`config.mk`:
```
export PLATFORM = sky130hd
export DESIGN_NAME = keyboard_hotkey_command_mode_fsm_unit
export DESIGN_NICKNAME = d
export VERILOG_FILES = /design/src/hdl/khcm_pkg.sv /design/src/hdl/keyboard_hotkey_command_mode_fsm_unit.sv
export SDC_FILE = /design/constraint.sdc
export NUM_CORES = 1
export LEC_CHECK = 0
export BUFFER_PORTS_ARGS = -buffer_cell sky130_fd_sc_hd__buf_2
export CORE_MARGIN = 3
export CORE_UTILIZATION = 53
export CTS_BUF_LIST = sky130_fd_sc_hd__clkbuf_4 sky130_fd_sc_hd__clkbuf_8 sky130_fd_sc_hd__clkbuf_16
export DETAILED_ROUTE_END_ITERATION = 7
export HOLD_SLACK_MARGIN = 0.08
export PLACE_DENSITY = 0.77
export REMOVE_ABC_BUFFERS = 1
export SKIP_LAST_GASP = 1
export SYNTH_ARGS = -nofsm -noshare
export SYNTH_HDL_FRONTEND = slang
export SYNTH_SLANG_ARGS = --single-unit
```
`constraint.sdc`:
```
create_clock -name clk_i -period 3.68 [get_ports clk_i]
set_clock_uncertainty 0.15 [all_clocks]
set_input_delay 0.552 -clock clk_i [delete_from_list [all_inputs] [get_ports clk_i]]
set_output_delay 0.552 -clock clk_i [all_outputs]
set_load 0.02 [all_outputs]
```
`src/hdl/khcm_pkg.sv`:
```
package khcm_pkg;

  // Default sizes handed to the top level
  localparam int unsigned KeySlotsDef = 6;
  localparam int unsigned TickBitsDef = 16;

  // Widths fixed by the register map and the item fields
  localparam int unsigned CfgTickW  = 16;
  localparam int unsigned LevelW    = 4;
  localparam int unsigned HueW      = 9;
  localparam int unsigned LogW      = 2;
  localparam int unsigned KeyW      = 8;
  localparam int unsigned OutDataW  = 32;
  localparam int unsigned ApbAddrW  = 5;
  localparam int unsigned ApbDataW  = 32;

  // HID usage codes of the command keys
  localparam logic [7:0] KeyB       = 8'h05;
  localparam logic [7:0] KeyD       = 8'h07;
  localparam logic [7:0] KeyF       = 8'h09;
  localparam logic [7:0] KeyL       = 8'h0F;
  localparam logic [7:0] KeyS       = 8'h16;
  localparam logic [7:0] Key1       = 8'h1E;
  localparam logic [7:0] Key2       = 8'h1F;
  localparam logic [7:0] Key3       = 8'h20;
  localparam logic [7:0] KeyMinus   = 8'h2D;
  localparam logic [7:0] KeyEqual   = 8'h2E;
  localparam logic [7:0] KeyKpMinus = 8'h56;
  localparam logic [7:0] KeyKpPlus  = 8'h57;

  localparam logic [LevelW-1:0] MaxLevel = 4'd10;
  localparam logic [HueW-1:0]   HueStep  = 9'd6;
  localparam logic [HueW-1:0]   HueWrap  = 9'd360;

  // Register reset values
  localparam logic [CfgTickW-1:0] HoldTicksRst    = 16'd3000;
  localparam logic [CfgTickW-1:0] IdleTimeoutRst  = 16'd3000;
  localparam logic [CfgTickW-1:0] BlinkPeriodRst  = 16'd100;
  localparam logic [CfgTickW-1:0] RainbowPerRst   = 16'd50;
  localparam logic [7:0]          ChordMaskRst    = 8'h22;
  localparam logic [LevelW-1:0]   StartBrightRst  = 4'd5;
  localparam logic [LogW-1:0]     LogChoiceRst    = 2'd1;

  typedef enum logic [2:0] {
    RegHoldTicks    = 3'd0,
    RegIdleTimeout  = 3'd1,
    RegBlinkPeriod  = 3'd2,
    RegRainbowPer   = 3'd3,
    RegChordMask    = 3'd4,
    RegLedsFitted   = 3'd5,
    RegShiftMapAvl  = 3'd6,
    RegStartBright  = 3'd7
  } reg_idx_e;

  typedef enum logic [2:0] {
    ModeIdle      = 3'd0,
    ModeHoldWait  = 3'd1,
    ModeCommand   = 3'd2,
    ModeLogSel    = 3'd3,
    ModeBrightSel = 3'd4
  } mode_e;

  typedef enum logic [3:0] {
    ActNone         = 4'd0,
    ActEmptyReport  = 4'd1,
    ActBootloader   = 4'd2,
    ActFactoryReset = 4'd3,
    ActLogSet       = 4'd4,
    ActOverrideSet  = 4'd5,
    ActOverrideNa   = 4'd6,
    ActBrightSet    = 4'd7,
    ActBrightSave   = 4'd8
  } action_e;

  typedef enum logic [1:0] {
    LogError = 2'd0,
    LogInfo  = 2'd1,
    LogDebug = 2'd2
  } log_e;

endpackage

```
`src/hdl/keyboard_hotkey_command_mode_fsm_unit.sv`:
```
// Hotkey command-mode controller for a keyboard stream. Each input transaction is either
// a keyboard report (tuser = 0) or a one-millisecond tick (tuser = 1), and each one gives
// exactly one result transaction carrying the forward/suppress decision, the mode, an
// action code and the LED and settings state after that item. The block takes one
// transaction per clock cycle while the downstream side does not stall; an accepted item
// is held in the input register, and its result is then registered into the result
// register and offered from there. The rate is set by the result register: when the
// downstream side stalls, the input register holds one further item and then input ready
// drops. The user must write configuration over the APB port only while no item is in
// flight; the block itself does not enforce this.
module keyboard_hotkey_command_mode_fsm_unit #(
  parameter int unsigned KEY_SLOTS = khcm_pkg::KeySlotsDef,
  parameter int unsigned TICK_BITS = khcm_pkg::TickBitsDef
) (
  input  logic                           clk_i,
  input  logic                           rst_ni,
  input  logic                           s_axis_tvalid,
  output logic                           s_axis_tready,
  // modifier_bits, key_slot_0, key_slot_1, ... (8 bits each)
  input  logic [8*(KEY_SLOTS+1)-1:0]     s_axis_tdata,
  // func
  input  logic                           s_axis_tuser,
  output logic                           m_axis_tvalid,
  input  logic                           m_axis_tready,
  // pass_report, mode, action, log_level, shift_override, brightness, led_green, hue,
  // led_update, zero padding
  output logic [khcm_pkg::OutDataW-1:0]  m_axis_tdata,
  input  logic                           psel,
  input  logic                           penable,
  input  logic                           pwrite,
  input  logic [khcm_pkg::ApbAddrW-1:0]  paddr,
  input  logic [khcm_pkg::ApbDataW-1:0]  pwdata,
  output logic [khcm_pkg::ApbDataW-1:0]  prdata,
  output logic                           pready
);

  localparam int unsigned InW = 8 * (KEY_SLOTS + 1);
  localparam int unsigned CmpW = (TICK_BITS > khcm_pkg::CfgTickW) ? TICK_BITS
                                                                    : khcm_pkg::CfgTickW;

  // Configuration registers
  logic [khcm_pkg::CfgTickW-1:0] hold_ticks_q, idle_timeout_q, blink_period_q, rainbow_per_q;
  logic [7:0]                    chord_mask_q;
  logic                          leds_fitted_q, shift_map_q;
  logic [khcm_pkg::LevelW-1:0]   start_bright_q;

  // Controller state
  khcm_pkg::mode_e               mode_q, mode_d;
  logic [TICK_BITS-1:0]          elapsed_q, elapsed_d, blink_q, blink_d;
  logic                          green_q, green_d;
  logic [khcm_pkg::HueW-1:0]     hue_q, hue_d;
  logic [khcm_pkg::LevelW-1:0]   level_q, level_d, entry_level_q, entry_level_d;
  logic                          override_q, override_d;
  logic [khcm_pkg::LogW-1:0]     log_q, log_d;

  // Pipeline registers
  logic                          in_valid_q;
  logic [InW-1:0]                in_data_q;
  logic                          in_func_q;
  logic                          out_valid_q;
  logic [khcm_pkg::OutDataW-1:0] out_data_q, out_data_d;

  logic                          advance, in_take, cfg_wr;
  khcm_pkg::action_e             action;
  logic                          pass_report;
  logic [TICK_BITS-1:0]          elapsed_inc, blink_inc;
  logic [khcm_pkg::HueW-1:0]     hue_next;
  logic [khcm_pkg::LevelW-1:0]   start_clamped;
  logic                          hit_b, hit_d, hit_f, hit_l, hit_s, hit_1, hit_2, hit_3;
  logic                          hit_up, hit_down, slots_empty, chord_clean;
  logic [7:0]                    slot;

  // Handshake: the input register moves on when the result register is free or draining.
  assign advance       = in_valid_q && (!out_valid_q || m_axis_tready);
  assign s_axis_tready = !in_valid_q || advance;
  assign in_take       = s_axis_tvalid && s_axis_tready;
  assign m_axis_tvalid = out_valid_q;
  assign m_axis_tdata  = out_data_q;

  // APB
  assign pready = 1'b1;
  assign cfg_wr = psel && penable && pwrite;
  assign start_clamped = (pwdata[khcm_pkg::LevelW-1:0] > khcm_pkg::MaxLevel)
                         ? khcm_pkg::MaxLevel : pwdata[khcm_pkg::LevelW-1:0];

  always_comb begin
    prdata = '0;
    case (khcm_pkg::reg_idx_e'(paddr[4:2]))
      khcm_pkg::RegHoldTicks:   prdata = khcm_pkg::ApbDataW'(hold_ticks_q);
      khcm_pkg::RegIdleTimeout: prdata = khcm_pkg::ApbDataW'(idle_timeout_q);
      khcm_pkg::RegBlinkPeriod: prdata = khcm_pkg::ApbDataW'(blink_period_q);
      khcm_pkg::RegRainbowPer:  prdata = khcm_pkg::ApbDataW'(rainbow_per_q);
      khcm_pkg::RegChordMask:   prdata = khcm_pkg::ApbDataW'(chord_mask_q);
      khcm_pkg::RegLedsFitted:  prdata = khcm_pkg::ApbDataW'(leds_fitted_q);
      khcm_pkg::RegShiftMapAvl: prdata = khcm_pkg::ApbDataW'(shift_map_q);
      khcm_pkg::RegStartBright: prdata = khcm_pkg::ApbDataW'(start_bright_q);
      default:                  prdata = '0;
    endcase
  end

  always_ff @(posedge clk_i or negedge rst_ni) begin
    if (!rst_ni) begin
      hold_ticks_q   <= khcm_pkg::HoldTicksRst;
      idle_timeout_q <= khcm_pkg::IdleTimeoutRst;
      blink_period_q <= khcm_pkg::BlinkPeriodRst;
      rainbow_per_q  <= khcm_pkg::RainbowPerRst;
      chord_mask_q   <= khcm_pkg::ChordMaskRst;
      leds_fitted_q  <= 1'b1;
      shift_map_q    <= 1'b1;
      start_bright_q <= khcm_pkg::StartBrightRst;
    end else if (cfg_wr) begin
      case (khcm_pkg::reg_idx_e'(paddr[4:2]))
        khcm_pkg::RegHoldTicks:   hold_ticks_q   <= pwdata[khcm_pkg::CfgTickW-1:0];
        khcm_pkg::RegIdleTimeout: idle_timeout_q <= pwdata[khcm_pkg::CfgTickW-1:0];
        khcm_pkg::RegBlinkPeriod: blink_period_q <= pwdata[khcm_pkg::CfgTickW-1:0];
        khcm_pkg::RegRainbowPer:  rainbow_per_q  <= pwdata[khcm_pkg::CfgTickW-1:0];
        khcm_pkg::RegChordMask:   chord_mask_q   <= pwdata[7:0];
        khcm_pkg::RegLedsFitted:  leds_fitted_q  <= pwdata[0];
        khcm_pkg::RegShiftMapAvl: shift_map_q    <= pwdata[0];
        khcm_pkg::RegStartBright: start_bright_q <= pwdata[khcm_pkg::LevelW-1:0];
        default: ;
      endcase
    end
  end

  // Key slot decode
  always_comb begin
    hit_b = 1'b0; hit_d = 1'b0; hit_f = 1'b0; hit_l = 1'b0; hit_s = 1'b0;
    hit_1 = 1'b0; hit_2 = 1'b0; hit_3 = 1'b0; hit_up = 1'b0; hit_down = 1'b0;
    slots_empty = 1'b1;
    slot = '0;
    for (int i = 0; i < KEY_SLOTS; i++) begin
      slot = in_data_q[8*i+8 +: 8];
      hit_b    = hit_b    || (slot == khcm_pkg::KeyB);
      hit_d    = hit_d    || (slot == khcm_pkg::KeyD);
      hit_f    = hit_f    || (slot == khcm_pkg::KeyF);
      hit_l    = hit_l    || (slot == khcm_pkg::KeyL);
      hit_s    = hit_s    || (slot == khcm_pkg::KeyS);
      hit_1    = hit_1    || (slot == khcm_pkg::Key1);
      hit_2    = hit_2    || (slot == khcm_pkg::Key2);
      hit_3    = hit_3    || (slot == khcm_pkg::Key3);
      hit_up   = hit_up   || (slot == khcm_pkg::KeyEqual) || (slot == khcm_pkg::KeyKpPlus);
      hit_down = hit_down || (slot == khcm_pkg::KeyMinus) || (slot == khcm_pkg::KeyKpMinus);
      slots_empty = slots_empty && (slot == '0);
    end
  end

  assign chord_clean = (in_data_q[7:0] == chord_mask_q) && slots_empty;

  // Both counters saturate rather than wrap.
  assign elapsed_inc = (elapsed_q == '1) ? elapsed_q : elapsed_q + 1'b1;
  assign blink_inc   = (blink_q == '1) ? blink_q : blink_q + 1'b1;
  assign hue_next    = (hue_q + khcm_pkg::HueStep >= khcm_pkg::HueWrap)
                       ? hue_q + khcm_pkg::HueStep - khcm_pkg::HueWrap
                       : hue_q + khcm_pkg::HueStep;

  always_comb begin
    mode_d        = mode_q;
    elapsed_d     = elapsed_q;
    blink_d       = blink_q;
    green_d       = green_q;
    hue_d         = hue_q;
    level_d       = level_q;
    entry_level_d = entry_level_q;
    override_d    = override_q;
    log_d         = log_q;
    action        = khcm_pkg::ActNone;
    pass_report   = 1'b0;

    if (in_func_q) begin
      if (mode_q != khcm_pkg::ModeIdle) begin
        elapsed_d = elapsed_inc;
        blink_d   = blink_inc;
        if (mode_q == khcm_pkg::ModeHoldWait) begin
          if (CmpW'(elapsed_inc) >= CmpW'(hold_ticks_q)) begin
            mode_d    = khcm_pkg::ModeCommand;
            elapsed_d = '0;
            blink_d   = '0;
            if (leds_fitted_q) begin
              green_d = 1'b1;
            end
            action = khcm_pkg::ActEmptyReport;
          end
        end else if (CmpW'(elapsed_inc) >= CmpW'(idle_timeout_q)) begin
          if (mode_q == khcm_pkg::ModeBrightSel && level_q != entry_level_q) begin
            action = khcm_pkg::ActBrightSave;
          end
          mode_d = khcm_pkg::ModeIdle;
        end else if (leds_fitted_q) begin
          if (mode_q == khcm_pkg::ModeBrightSel) begin
            if (CmpW'(blink_inc) >= CmpW'(rainbow_per_q)) begin
              hue_d   = hue_next;
              blink_d = '0;
            end
          end else if (CmpW'(blink_inc) >= CmpW'(blink_period_q)) begin
            green_d = !green_q;
            blink_d = '0;
          end
        end
      end
    end else begin
      case (mode_q)
        khcm_pkg::ModeIdle: begin
          pass_report = 1'b1;
          if (chord_clean) begin
            mode_d    = khcm_pkg::ModeHoldWait;
            elapsed_d = '0;
          end
        end
        khcm_pkg::ModeHoldWait: begin
          pass_report = 1'b1;
          if (!chord_clean) begin
            mode_d = khcm_pkg::ModeIdle;
          end
        end
        khcm_pkg::ModeCommand: begin
          if (hit_b) begin
            mode_d = khcm_pkg::ModeIdle;
            action = khcm_pkg::ActBootloader;
          end else if (hit_d) begin
            mode_d    = khcm_pkg::ModeLogSel;
            elapsed_d = '0;
          end else if (hit_f) begin
            mode_d = khcm_pkg::ModeIdle;
            action = khcm_pkg::ActFactoryReset;
          end else if (hit_l) begin
            // Without LEDs the key is swallowed and command mode stays.
            if (leds_fitted_q) begin
              mode_d        = khcm_pkg::ModeBrightSel;
              elapsed_d     = '0;
              entry_level_d = level_q;
              hue_d         = '0;
            end
          end else if (hit_s) begin
            mode_d = khcm_pkg::ModeIdle;
            if (shift_map_q) begin
              override_d = !override_q;
              action     = khcm_pkg::ActOverrideSet;
            end else begin
              action = khcm_pkg::ActOverrideNa;
            end
          end
        end
        khcm_pkg::ModeLogSel: begin
          if (hit_1 || hit_2 || hit_3) begin
            mode_d = khcm_pkg::ModeIdle;
            action = khcm_pkg::ActLogSet;
            if (hit_1) begin
              log_d = khcm_pkg::LogError;
            end else if (hit_2) begin
              log_d = khcm_pkg::LogInfo;
            end else begin
              log_d = khcm_pkg::LogDebug;
            end
          end
        end
        khcm_pkg::ModeBrightSel: begin
          if (hit_up) begin
            if (level_q < khcm_pkg::MaxLevel) begin
              level_d   = level_q + 1'b1;
              elapsed_d = '0;
              action    = khcm_pkg::ActBrightSet;
            end
          end else if (hit_down && level_q != '0) begin
            level_d   = level_q - 1'b1;
            elapsed_d = '0;
            action    = khcm_pkg::ActBrightSet;
          end
        end
        default: begin
          mode_d = khcm_pkg::ModeIdle;
        end
      endcase
    end
  end

  always_comb begin
    out_data_d        = '0;
    out_data_d[0]     = pass_report;
    out_data_d[3:1]   = mode_d;
    out_data_d[7:4]   = action;
    out_data_d[9:8]   = log_d;
    out_data_d[10]    = override_d;
    out_data_d[14:11] = level_d;
    out_data_d[15]    = green_d;
    out_data_d[24:16] = hue_d;
    out_data_d[25]    = (green_d != green_q) || (hue_d != hue_q);
  end

  always_ff @(posedge clk_i or negedge rst_ni) begin
    if (!rst_ni) begin
      mode_q        <= khcm_pkg::ModeIdle;
      elapsed_q     <= '0;
      blink_q       <= '0;
      green_q       <= 1'b0;
      hue_q         <= '0;
      level_q       <= khcm_pkg::StartBrightRst;
      entry_level_q <= '0;
      override_q    <= 1'b0;
      log_q         <= khcm_pkg::LogChoiceRst;
    end else begin
      if (advance) begin
        mode_q        <= mode_d;
        elapsed_q     <= elapsed_d;
        blink_q       <= blink_d;
        green_q       <= green_d;
        hue_q         <= hue_d;
        entry_level_q <= entry_level_d;
        override_q    <= override_d;
        log_q         <= log_d;
      end
      // A brightness preset written over APB loads the live level, clamped to the maximum.
      if (cfg_wr && khcm_pkg::reg_idx_e'(paddr[4:2]) == khcm_pkg::RegStartBright) begin
        level_q <= start_clamped;
      end else if (advance) begin
        level_q <= level_d;
      end
    end
  end

  always_ff @(posedge clk_i or negedge rst_ni) begin
    if (!rst_ni) begin
      in_valid_q  <= 1'b0;
      out_valid_q <= 1'b0;
    end else begin
      if (s_axis_tready) begin
        in_valid_q <= s_axis_tvalid;
      end
      if (advance) begin
        out_valid_q <= 1'b1;
      end else if (m_axis_tready) begin
        out_valid_q <= 1'b0;
      end
    end
  end

  always_ff @(posedge clk_i) begin
    if (in_take) begin
      in_data_q <= s_axis_tdata;
      in_func_q <= s_axis_tuser;
    end
    if (advance) begin
      out_data_q <= out_data_d;
    end
  end

endmodule

```
# Word level (Yosys, flattened, before mapping)
# Index checks and enable logic that the tools add are counted.
totals:
  reg_bits: 219
  inputBits: 101
  out_inout_bits: 67
classes:
  add_sub_neg: 6
  n_lt_le_gt_ge: 7
  n_eq_ne: 97
  muxes: 103
  bitwise_logic: 4
  reduce_logical: 109
op_table:
  columns: ["op", "count"]
  rows:
  - ["$mux W16", 22]
  - ["$pmux W32 S8", 1]
  - ["$eq A8 B5 Y1 const B", 18]
  - ["$eq A8 B6 Y1 const B", 18]
  - ["$mux W9", 14]
  - ["$eq A8 B3 Y1 const B", 12]
  - ["$eq A8 B4 Y1 const B", 12]
  - ["$eq A8 B7 Y1 const B", 12]
  - ["$logic_or A1 B1 Y1", 67]
  - ["$mux W3", 22]
  - ["$ge A16 B16 Y1", 4]
  - ["$mux W4", 14]
  - ["$logic_not A8 Y1", 6]
  - ["$pmux W16 S3", 1]
  - ["$add A16 B1 Y16 const B", 2]
  - ["$eq A16 B16 Y1 const B", 2]
  - ["$mux W1", 21]
  - ["$reduce_and A2 Y1", 8]
  - ["$eq A3 B3 Y1 const B", 5]
  - ["$pmux W3 S5", 1]
  - ["$logic_and A1 B1 Y1", 13]
  - ["$eq A3 B2 Y1 const B", 4]
  - ["$mux W2", 6]
  - ["$ne A4 B4 Y1 const B", 3]
  - ["other kinds (26)", 38]

# Logic depth before layout (Yosys ltp)
# Gate-level depths: netlist of the first run.
logic_depth:
  depth_word: 19
  depth_mapped: 18

# Worst setup path before layout of the first run
# No wires, ideal clock.
synth_path:
  kind: "reg2reg"
  start: "register elapsed_q[3]"
  end: "register out_data_q (netlist bit m_axis_tdata[24]) (data pin)"
  t_arrival_ns: 3.765
  setup_slack_ns: -0.389
  path_stages_with_launch: 18
  n_path_buf: 3
  cell_sequence: "dfrtp_1 -> clkbuf_1 -> and4_1 -> nand4_1 -> or3b_2 -> clkbuf_1 -> nor2b_1 -> nand3_1 -> xnor2_1 -> ha_1 -> a211oi_1 -> o21ai_0 -> a41oi_1 -> o21bai_1 -> and3_1 -> clkbuf_1 -> nand4_1 -> a21boi_0"
synth_via:
  elab_chain_len: 7
  elab_cells_between_ends: 8
synth_lines:
  columns: ["item", "line_no", "text"]
  rows:
  - ["start, declared", "keyboard_hotkey_command_mode_fsm_unit.sv:49", "logic [TICK_BITS-1:0] elapsed_q, elapsed_d, blink_q, blink_d;"]
  - ["start signal, assigned", "keyboard_hotkey_command_mode_fsm_unit.sv:304", "elapsed_q <= elapsed_d;"]
  - ["$add A16 B1 Y16 / $eq A16 B16 Y1 (equally long branches)", "keyboard_hotkey_command_mode_fsm_unit.sv:151", "assign elapsed_inc = (elapsed_q == '1) ? elapsed_q : elapsed_q + 1'b1;"]
  - ["$mux W16 *", "keyboard_hotkey_command_mode_fsm_unit.sv:151", null]
  - ["$ge A16 B16 Y1 *", "keyboard_hotkey_command_mode_fsm_unit.sv:184", "end else if (CmpW'(elapsed_inc) >= CmpW'(idle_timeout_q)) begin"]
  - ["$mux W9 *", "keyboard_hotkey_command_mode_fsm_unit.sv:184", null]
  - ["$mux W9 *", "keyboard_hotkey_command_mode_fsm_unit.sv:174", "if (mode_q == khcm_pkg::ModeHoldWait) begin"]
  - ["$mux W9 *", "keyboard_hotkey_command_mode_fsm_unit.sv:171", "if (mode_q != khcm_pkg::ModeIdle) begin"]
  - ["$mux W9 *", "keyboard_hotkey_command_mode_fsm_unit.sv:170", "if (in_func_q) begin"]
  - ["net hue_d (one bit)", "keyboard_hotkey_command_mode_fsm_unit.sv:51", "logic [khcm_pkg::HueW-1:0] hue_q, hue_d;"]
  - ["end signal, assigned", "keyboard_hotkey_command_mode_fsm_unit.sv:343", "out_data_q <= out_data_d;"]
  - ["end, declared", "keyboard_hotkey_command_mode_fsm_unit.sv:61", "logic [khcm_pkg::OutDataW-1:0] out_data_q, out_data_d;"]
# The timed path passes the listed nets; every way through them passes the cells marked *.
# A chain may end at the register's enable or synchronous reset.

# Final worst setup path of the first run
layout_path:
  start: "register elapsed_q[0]"
  end: "register elapsed_q[4]"
layout_via:
  elab_chain_len: 7
  elab_cells_between_ends: 8
layout_lines:
  columns: ["item", "line_no", "text"]
  rows:
  - ["$add A16 B1 Y16 / $eq A16 B16 Y1 (equally long branches)", "keyboard_hotkey_command_mode_fsm_unit.sv:151", null]
  - ["$mux W16 *", "keyboard_hotkey_command_mode_fsm_unit.sv:151", null]
  - ["$ge A16 B16 Y1", "keyboard_hotkey_command_mode_fsm_unit.sv:175", "if (CmpW'(elapsed_inc) >= CmpW'(hold_ticks_q)) begin"]
  - ["$mux W16", "keyboard_hotkey_command_mode_fsm_unit.sv:175", null]
  - ["$mux W16 *", "keyboard_hotkey_command_mode_fsm_unit.sv:174", null]
  - ["$mux W16 *", "keyboard_hotkey_command_mode_fsm_unit.sv:171", null]
  - ["$mux W16 *", "keyboard_hotkey_command_mode_fsm_unit.sv:170", null]
# Mark *: on every way between the ends. The rest lies on a longest branch, timed or not. The select of a mux whose other input is x is not followed.

==> reports/summary.txt, run 1 <==
Clk Latency, worst-skew pair -> 0.53 ns
RSZ-0062 raised after global routing -> yes
Die X -> 165.3 µm
Seq/Total Area, Yosys -> 44.11%
#FFs+latches synth -> 219
final cell count without fillers -> 2023
Final WS setup -> -0.1205 ns
Worst R2R End -> elapsed_q[4]$_DFFE_PN0P_
final setup vio count -> 41
number of global-route vias before repair -> 12.23k
Placeable Area -> 24600 µm²
Row Count -> 57
met2 routed WL -> 20.55 mm
metal3 WL -> 2.960 mm
outcome -> finished, violations left
Root Driver -> clkbuf_16
hold_ws -> 0.1332 ns
PD cells -> 426.6 nW/µm²
CTS buffer count -> 25
number of enable flip-flop cells after synthesis -> 83
worst path cell trace -> ha_2, nand2_2, nor3_1, or3b_4, buf_8, and2_4, nor2_2, buf_4, ha_1, a21oi_1, o21ai_2, a41o_1, a41oi_2, nand2_2, buf_6, a21oi_1, o21ai_1, o31ai_1
Max Clock Freq -> 0.2631 GHz
CP startpoint kind -> register
DR WL/cell -> 20.34 µm
Max-slew headroom -> 35.42%
CTS sink cnt -> 219
first-pass GRT wire length -> 63.83 mm
share of post-route cells with drive strength above 1 -> 32.51%
Layout Utilization -> 71.44%
ys flop type -> dfrtp_1
maximum number of pins on one net before global-route repair -> 67
P_leak -> 7.526 nW
H-tree depth -> 1
Slowest cell on crit path -> or3b_4
post-synth top area share -> 19.91%
slowest stage delay, CP -> 0.43 ns
worst setup path endpoint -> elapsed_q[4]$_DFFE_PN0P_
I/O pins -> 168
CP endpoint kind -> register
Place WS -> -0.4735 ns
# Max-Cap Violations -> 0
Ys Warns -> 0
Worst-path clk slew -> 0.06 ns
routed vias -> 12.38k
Syn Area/Cell -> 9.816 µm²
distinct cell type count after synthesis -> 80
crit path from -> elapsed_q[0]$_DFFE_PN0P_
dpl hpwl -> 27.16 mm
Detailed Routing Iterations Pass 1 -> 6
Syn Std Cell Area -> 13450 µm²
Peak VDD IR -> 0.4064 mV
R2R depth -> 18
Setup CP Type -> register to register
area leader, netlist -> dfrtp_1
failing checks -> setup timing
placed cell area -> 15150 µm²
period utilization -> 103.3%
die area -> 27320 µm²
reg-to-reg startpoint -> elapsed_q[0]$_DFFE_PN0P_
placed insts -> 1893
Slew Viols, Final -> 0
total track usage -> 29.44%
Synth area leaders -> dfrtp_1 (20%), edfxtp_1 (19%), ha_1 (6.5%)
post-synthesis cell count -> 1370
vias per inst -> 6.117
top sig layer -> met5
Worst Hold Class -> input port to register
Die H -> 165.3 µm
total negative slack -> -2.169 ns
crit path max fanout -> 10
CP arrival -> 4.08 ns
Placer Congestion -> 0.9200
CP required -> 3.96 ns
post-route minimum period -> 3.800 ns
M1 WL -> 16.06 mm
Clock Tree Buf Depth -> 3
Initial Util -> 54.66%
finished layout cell area -> 17580 µm²
Final Hold Vio Count -> 0
antenna violations before repair -> 2
routed wire length -> 41.15 mm
initial drt markers -> 1094
Reg2Reg Setup Slack -> -0.12 ns
nets -> 1850
Worst-Margin Slew -> 0.9687 ns
fraction of registers with async set/reset -> 62.10%
DRC viols -> 0
Total Power -> 7.499 mW
Detail Route Antenna Nets -> 0
global route overflow -> 0
Area growth syn-to-layout -> 30.70%
CTS tree -> done
IO Port Bufs -> 126
## synth_stat cells (all sizes together) (13+ instances only)
cell / number
a211oi: 13
a21oi: 57
buf: 30
clkbuf: 45
dfrtp: 107
dfstp: 29
edfxtp: 83
ha: 70
inv: 84
mux2: 57
nand2: 142
nand2b: 26
nand3: 53
nand4: 43
nor2: 69
nor2b: 38
nor3: 36
nor4: 29
o21ai: 92
xnor2: 34
## worst min path at each step
stage,from,endpoint,slack [ns],cells after the start
floorplan,rst_ni,blink_period_q[0]$_DFFE_PN0P_,0.11,0
global placement,log_q[1]$_DFFE_PN0P_,log_q[1]$_DFFE_PN0P_,0.31,2
CTS,pwdata[14],rainbow_per_q[14]$_DFFE_PN0P_,0.13,3
global route,pwdata[9],rainbow_per_q[9]$_DFFE_PN0P_,0.15,3
finish,pwdata[14],rainbow_per_q[14]$_DFFE_PN0P_,0.13,3
detailed placement,override_q$_DFFE_PN0P_,override_q$_DFFE_PN0P_,0.33,1
## where the power goes
part | switching [mW] | leakage, nW | internal (mW)
Combinational | 0.956 | 4.71 | 0.841
Sequential | 0.253 | 2.40 | 2.89
Clock | 1.03 | 0.415 | 1.53
Total | 2.24 | 7.53 | 5.26
## critical path: cells and delay by family, from the launching register on
| family | cells | cell delay [ns] |
|---|---|---|
| buffers and inverters | 3 | 0.46 |
| AO/OA/AOI/OAI | 7 | 1.17 |
| AND/OR/NAND/NOR | 6 | 1.11 |
| adder cells (fa/ha/maj) | 2 | 0.43 |
| flip-flops | 1 | 0.36 |
## area by class of cell
| cell class | count | area [µm²] |
|---|---|---|
| Antenna cell | 1 | 2.502 |
| Clock buffer | 33 | 685.7 |
| Clock inverter | 13 | 153.9 |
| Fill cell | 1705 | 7028 |
| Inverter | 84 | 315.3 |
| Multi-Input combinational cell | 1014 | 7651 |
| Sequential cell | 219 | 5932 |
| Tap cell | 324 | 405.4 |
| Timing Repair Buffer | 335 | 2431 |
## cells by family (layout without fill, tap and decap cells)
kind of cell	Yosys count	after routing	share of synthesized area [%]
other cells	2	24	0.05585
simple gates	537	538	21.70
mux	75	75	7.229
fa+ha+maj	70	70	6.513
xor+xnor	46	46	2.996
buf+inv	159	465	5.182
compound gates	262	262	12.22
flops	219	219	44.11
## layer usage
metal	up-vias	track usage (%)
li1	5627	-
met1	6006	37.82
met2	614	50.60
met3	126	4.415
met4	2	10.78
met5	-	0
## flip-flops by register name, indices dropped and copies added, names as in the netlist
| register | flops |
|---|---|
| blink_period_q | 16 |
| entry_level_q | 4 |
| green_q | 1 |
| leds_fitted_q | 1 |
| rainbow_per_q | 16 |
| shift_map_q | 1 |
| in_valid_q | 1 |
| level_q | 4 |
| idle_timeout_q | 16 |
| hold_ticks_q | 16 |
| chord_mask_q | 8 |
| in_func_q | 1 |
| m_axis_tvalid | 1 |
| log_q | 2 |
| hue_q | 9 |
| elapsed_q | 16 |
| blink_q | 16 |
| in_data_q | 56 |
| m_axis_tdata | 26 |
| start_bright_q | 4 |
| override_q | 1 |
| mode_q | 3 |
## timing repair
item / CTS / global route
pin swaps: 38 / 56
gates cloned: 2 / 1
gates resized for setup: 69 / 113
setup buffers: 7 / 14
hold buffers: 59 / 0
endpoints found under the hold margin: 101 / 0
endpoints found under the setup margin: 58 / 56
## layout by cell type, fill, tap and decap left out, drive strengths merged, types with 36 or more instances in the layout
cell type and n:
mux2 57, inv 85, dfrtp 107, ha 70, o21ai 92, a21oi 57
edfxtp 83, nor2 69, nor2b 38, dlygate4sd3 59, nor3 36, buf 276
nand4 43, nand2 142, nand3 53
Power figures use the tool's default switching activity.
==> inputs of run 2 (changes only) <==
Settings changed: BUFFER_PORTS_ARGS -buffer_cell sky130_fd_sc_hd__buf_2 to -buffer_cell sky130_fd_sc_hd__buf_4.
Clock period 3.68 ns to 3.09 ns, I/O delays scaled along.
==> run 2 against run 1 <==
  * Setup slack got worse by 0.67 ns
  * Maximum frequency decreased by 2.0%
  * Power rose by 20%
  * Largest power group unchanged
  * The run still ends with setup timing left
  * Die area did not move
  * Critical path depth decreased by 1
  * Highest routed layer is now met4
  * Worst hold slack lost 0.017 ns
  * Via count up 3.2%
==> reports/summary.txt, run 2 (synthesis results as in run 1) <==
Placer Congestion -> 0.9249 (was 0.9200)
nets -> 1914 (was 1850)
total track usage -> 29.70% (was 29.44%)
die area -> 27320 µm² (unchanged)
Row Count -> 57 (unchanged)
CP endpoint kind -> register (unchanged)
Root Driver -> clkbuf_16 (unchanged)
Placeable Area -> 24600 µm² (unchanged)
antenna violations before repair -> 0 (was 2)
CP arrival -> 4.14 ns (was 4.08 ns)
H-tree depth -> 1 (unchanged)
first-pass GRT wire length -> 64.45 mm (was 63.83 mm)
vias per inst -> 6.119 (was 6.117)
routed vias -> 12.77k (was 12.38k)
initial drt markers -> 1274 (was 1094)
Hold Crit Depth -> 3 (unchanged)
dpl hpwl -> 28.28 mm (was 27.16 mm)
failing checks -> setup timing (unchanged)
hold_ws -> 0.1158 ns (was 0.1332 ns)
P_leak -> 8.029 nW (was 7.526 nW)
Setup CP Type -> register to register (unchanged)
CTS sink cnt -> 219 (unchanged)
Most flops, register -> in_data_q (unchanged)
Peak VDD IR -> 0.5119 mV (was 0.4064 mV)
Detail Route Antenna Nets -> 0 (unchanged)
maximum number of pins on one net before global-route repair -> 66 (was 67)
Worst-Margin Slew -> 0.8590 ns (was 0.9687 ns)
share of post-route cells with drive strength above 1 -> 35.75% (was 32.51%)
PD cells -> 485.6 nW/µm² (was 426.6 nW/µm²)
Detailed Routing Iterations Pass 1 -> 5 (was 6)
number of global-route vias before repair -> 12.62k (was 12.23k)
period utilization -> 125.5% (was 103.3%)
Final Hold Vio Count -> 0 (unchanged)
Die X -> 165.3 µm (unchanged)
Fill cells -> 1571 (was 1705)
Slew Viols, Final -> 0 (unchanged)
routed wire length -> 42.95 mm (was 41.15 mm)
post-route minimum period -> 3.878 ns (was 3.800 ns)
Initial Util -> 54.66% (unchanged)
finished layout cell area -> 18530 µm² (was 17580 µm²)
Max-slew headroom -> 42.73% (was 35.42%)
global route overflow -> 0 (unchanged)
outcome -> finished, violations left (unchanged)
Area growth syn-to-layout -> 37.82% (was 30.70%)
Hold Crit Start -> pwdata[3] (was pwdata[14])
DRC viols -> 0 (unchanged)
Reg2Reg Setup Slack -> -0.79 ns (was -0.12 ns)
CP required -> 3.35 ns (was 3.96 ns)
Total Power -> 9.001 mW (was 7.499 mW)
commonest cells after routing, fill and taps aside -> buf_4 (302), nand2_1 (133), dfrtp_1 (107) (was nand2_1 (134), buf_4 (131), buf_2 (126))
reg-to-reg startpoint -> blink_q[6]$_DFFE_PN0P_ (was elapsed_q[0]$_DFFE_PN0P_)
Largest register FFs -> 56 (unchanged)
Max Clock Freq -> 0.2579 GHz (was 0.2631 GHz)
Final WS setup -> -0.7881 ns (was -0.1205 ns)
Clock Tree Buf Depth -> 3 (unchanged)
CTS buffer count -> 25 (unchanged)
Worst-path clk slew -> 0.06 ns (about the same)
placed cell area -> 15760 µm² (was 15150 µm²)
I/O pins -> 168 (unchanged)
Worst R2R End -> hue_q[6]$_DFFE_PN0P_ (was elapsed_q[4]$_DFFE_PN0P_)
crit path max fanout -> 6 (was 10)
# Max-Cap Violations -> 0 (unchanged)
Die H -> 165.3 µm (unchanged)
DR WL/cell -> 20.58 µm (was 20.34 µm)
R2R depth -> 17 (was 18)
commonest non-fill, non-tap cell in the layout -> buf_4 (was nand2_1)
Clk Latency, worst-skew pair -> 0.54 ns (was 0.53 ns)
hold endpoint -> rainbow_per_q[3]$_DFFE_PN0P_ (was rainbow_per_q[14]$_DFFE_PN0P_)
total negative slack -> -38.46 ns (was -2.169 ns)
RSZ-0062 raised after global routing -> yes (unchanged)
CTS tree -> done (unchanged)
Worst Hold Class -> input port to register (unchanged)
IO Port Bufs -> 126 (unchanged)
CP startpoint kind -> register (unchanged)
final setup vio count -> 59 (was 41)
run 2: cell types whose count changed in the layout (fill, tap and decap cells not counted), sizes merged:
cell,before,now
buf,276,325
dlygate4sd3,59,74
bufinv,3,1
clkinv,7,9
clkbuf,33,34
clkinvlp,2,1
run 2: worst max path at each step:
stage                     depth (start not counted)                          to                     start  slack [ns]
after floorplan                                  16  m_axis_tdata[19]$_DFFE_PP_    blink_q[4]$_DFFE_PN0P_       -0.87
final                                            17        hue_q[6]$_DFFE_PN0P_    blink_q[6]$_DFFE_PN0P_       -0.79
after global routing                             18        hue_q[1]$_DFFE_PN0P_    blink_q[5]$_DFFE_PN0P_       -0.93
after global placement                           16  m_axis_tdata[19]$_DFFE_PP_  elapsed_q[0]$_DFFE_PN0P_       -0.81
after CTS                                        15  m_axis_tdata[25]$_DFFE_PP_    blink_q[4]$_DFFE_PN0P_       -0.61
after detailed placement                         15     blink_q[12]$_DFFE_PN0P_    blink_q[6]$_DFFE_PN0P_       -1.01
run 2: critical path: stages, from the launching register on:
cell	delay (ns)
dfrtp_1	0.35
and4_4	0.25
nand3_4	0.07
or4_4	0.56
nor2b_4	0.17
and3_4	0.20
xor2_2	0.15
buf_4	0.15
ha_4	0.26
o211ai_1	0.15
nor3_4	0.30
a21oi_2	0.10
nor2_2	0.18
nand3_2	0.14
buf_6	0.18
a21oi_2	0.14
buf_6	0.15
o22ai_2	0.08
run 2: through the flow:
step           utilization [%]  setup WS (ns)  std cells
6_report                 75.33        -0.7881       2087
3_3_place_gp             64.06        -0.8128       1930
2_1_floorplan                -        -0.8650       1316
5_1_grt                  75.32        -0.9281       2086
3_5_place_dp             64.06         -1.009       1930
4_1_cts                  73.19        -0.6113       2068
run 2: area by class of cell:
type,instances,area [µm²],share of cell area [%]
timing repair buffer,399,3297,17.79
multi-input combinational,1014,7779,41.97
sequential,219,5932,32.01
tap,324,405.4,2.187
antenna,1,2.502,0.01350
clock buffer,34,711.9,3.841
inverter,84,317.8,1.715
clock inverter,12,88.84,0.4793
run 2: power breakdown:
part / leakage, nW / switching [mW] / internal, mW
combinational: 5.23 / 1.23 / 1.15
clock: 0.407 / 1.22 / 1.70
sequential: 2.40 / 0.281 / 3.44
run 2: metal layers:
layer  global-route usage, %  part of all wire [%]
met5                       0                     0
met1                   37.60                    39
met4                   10.55                   4.3
met2                   51.21                    49
met3                   5.313                   7.6
run 2: timing repair:
action / CTS / global route
hold buffers: 74 / 0
hold endpoints to repair: 152 / 0
pin swaps: 74 / 56
endpoints found under the setup margin: 59 / 60
resized for setup: 145 / 80
buffers inserted: 18 / 18
cloned: 1 / 1
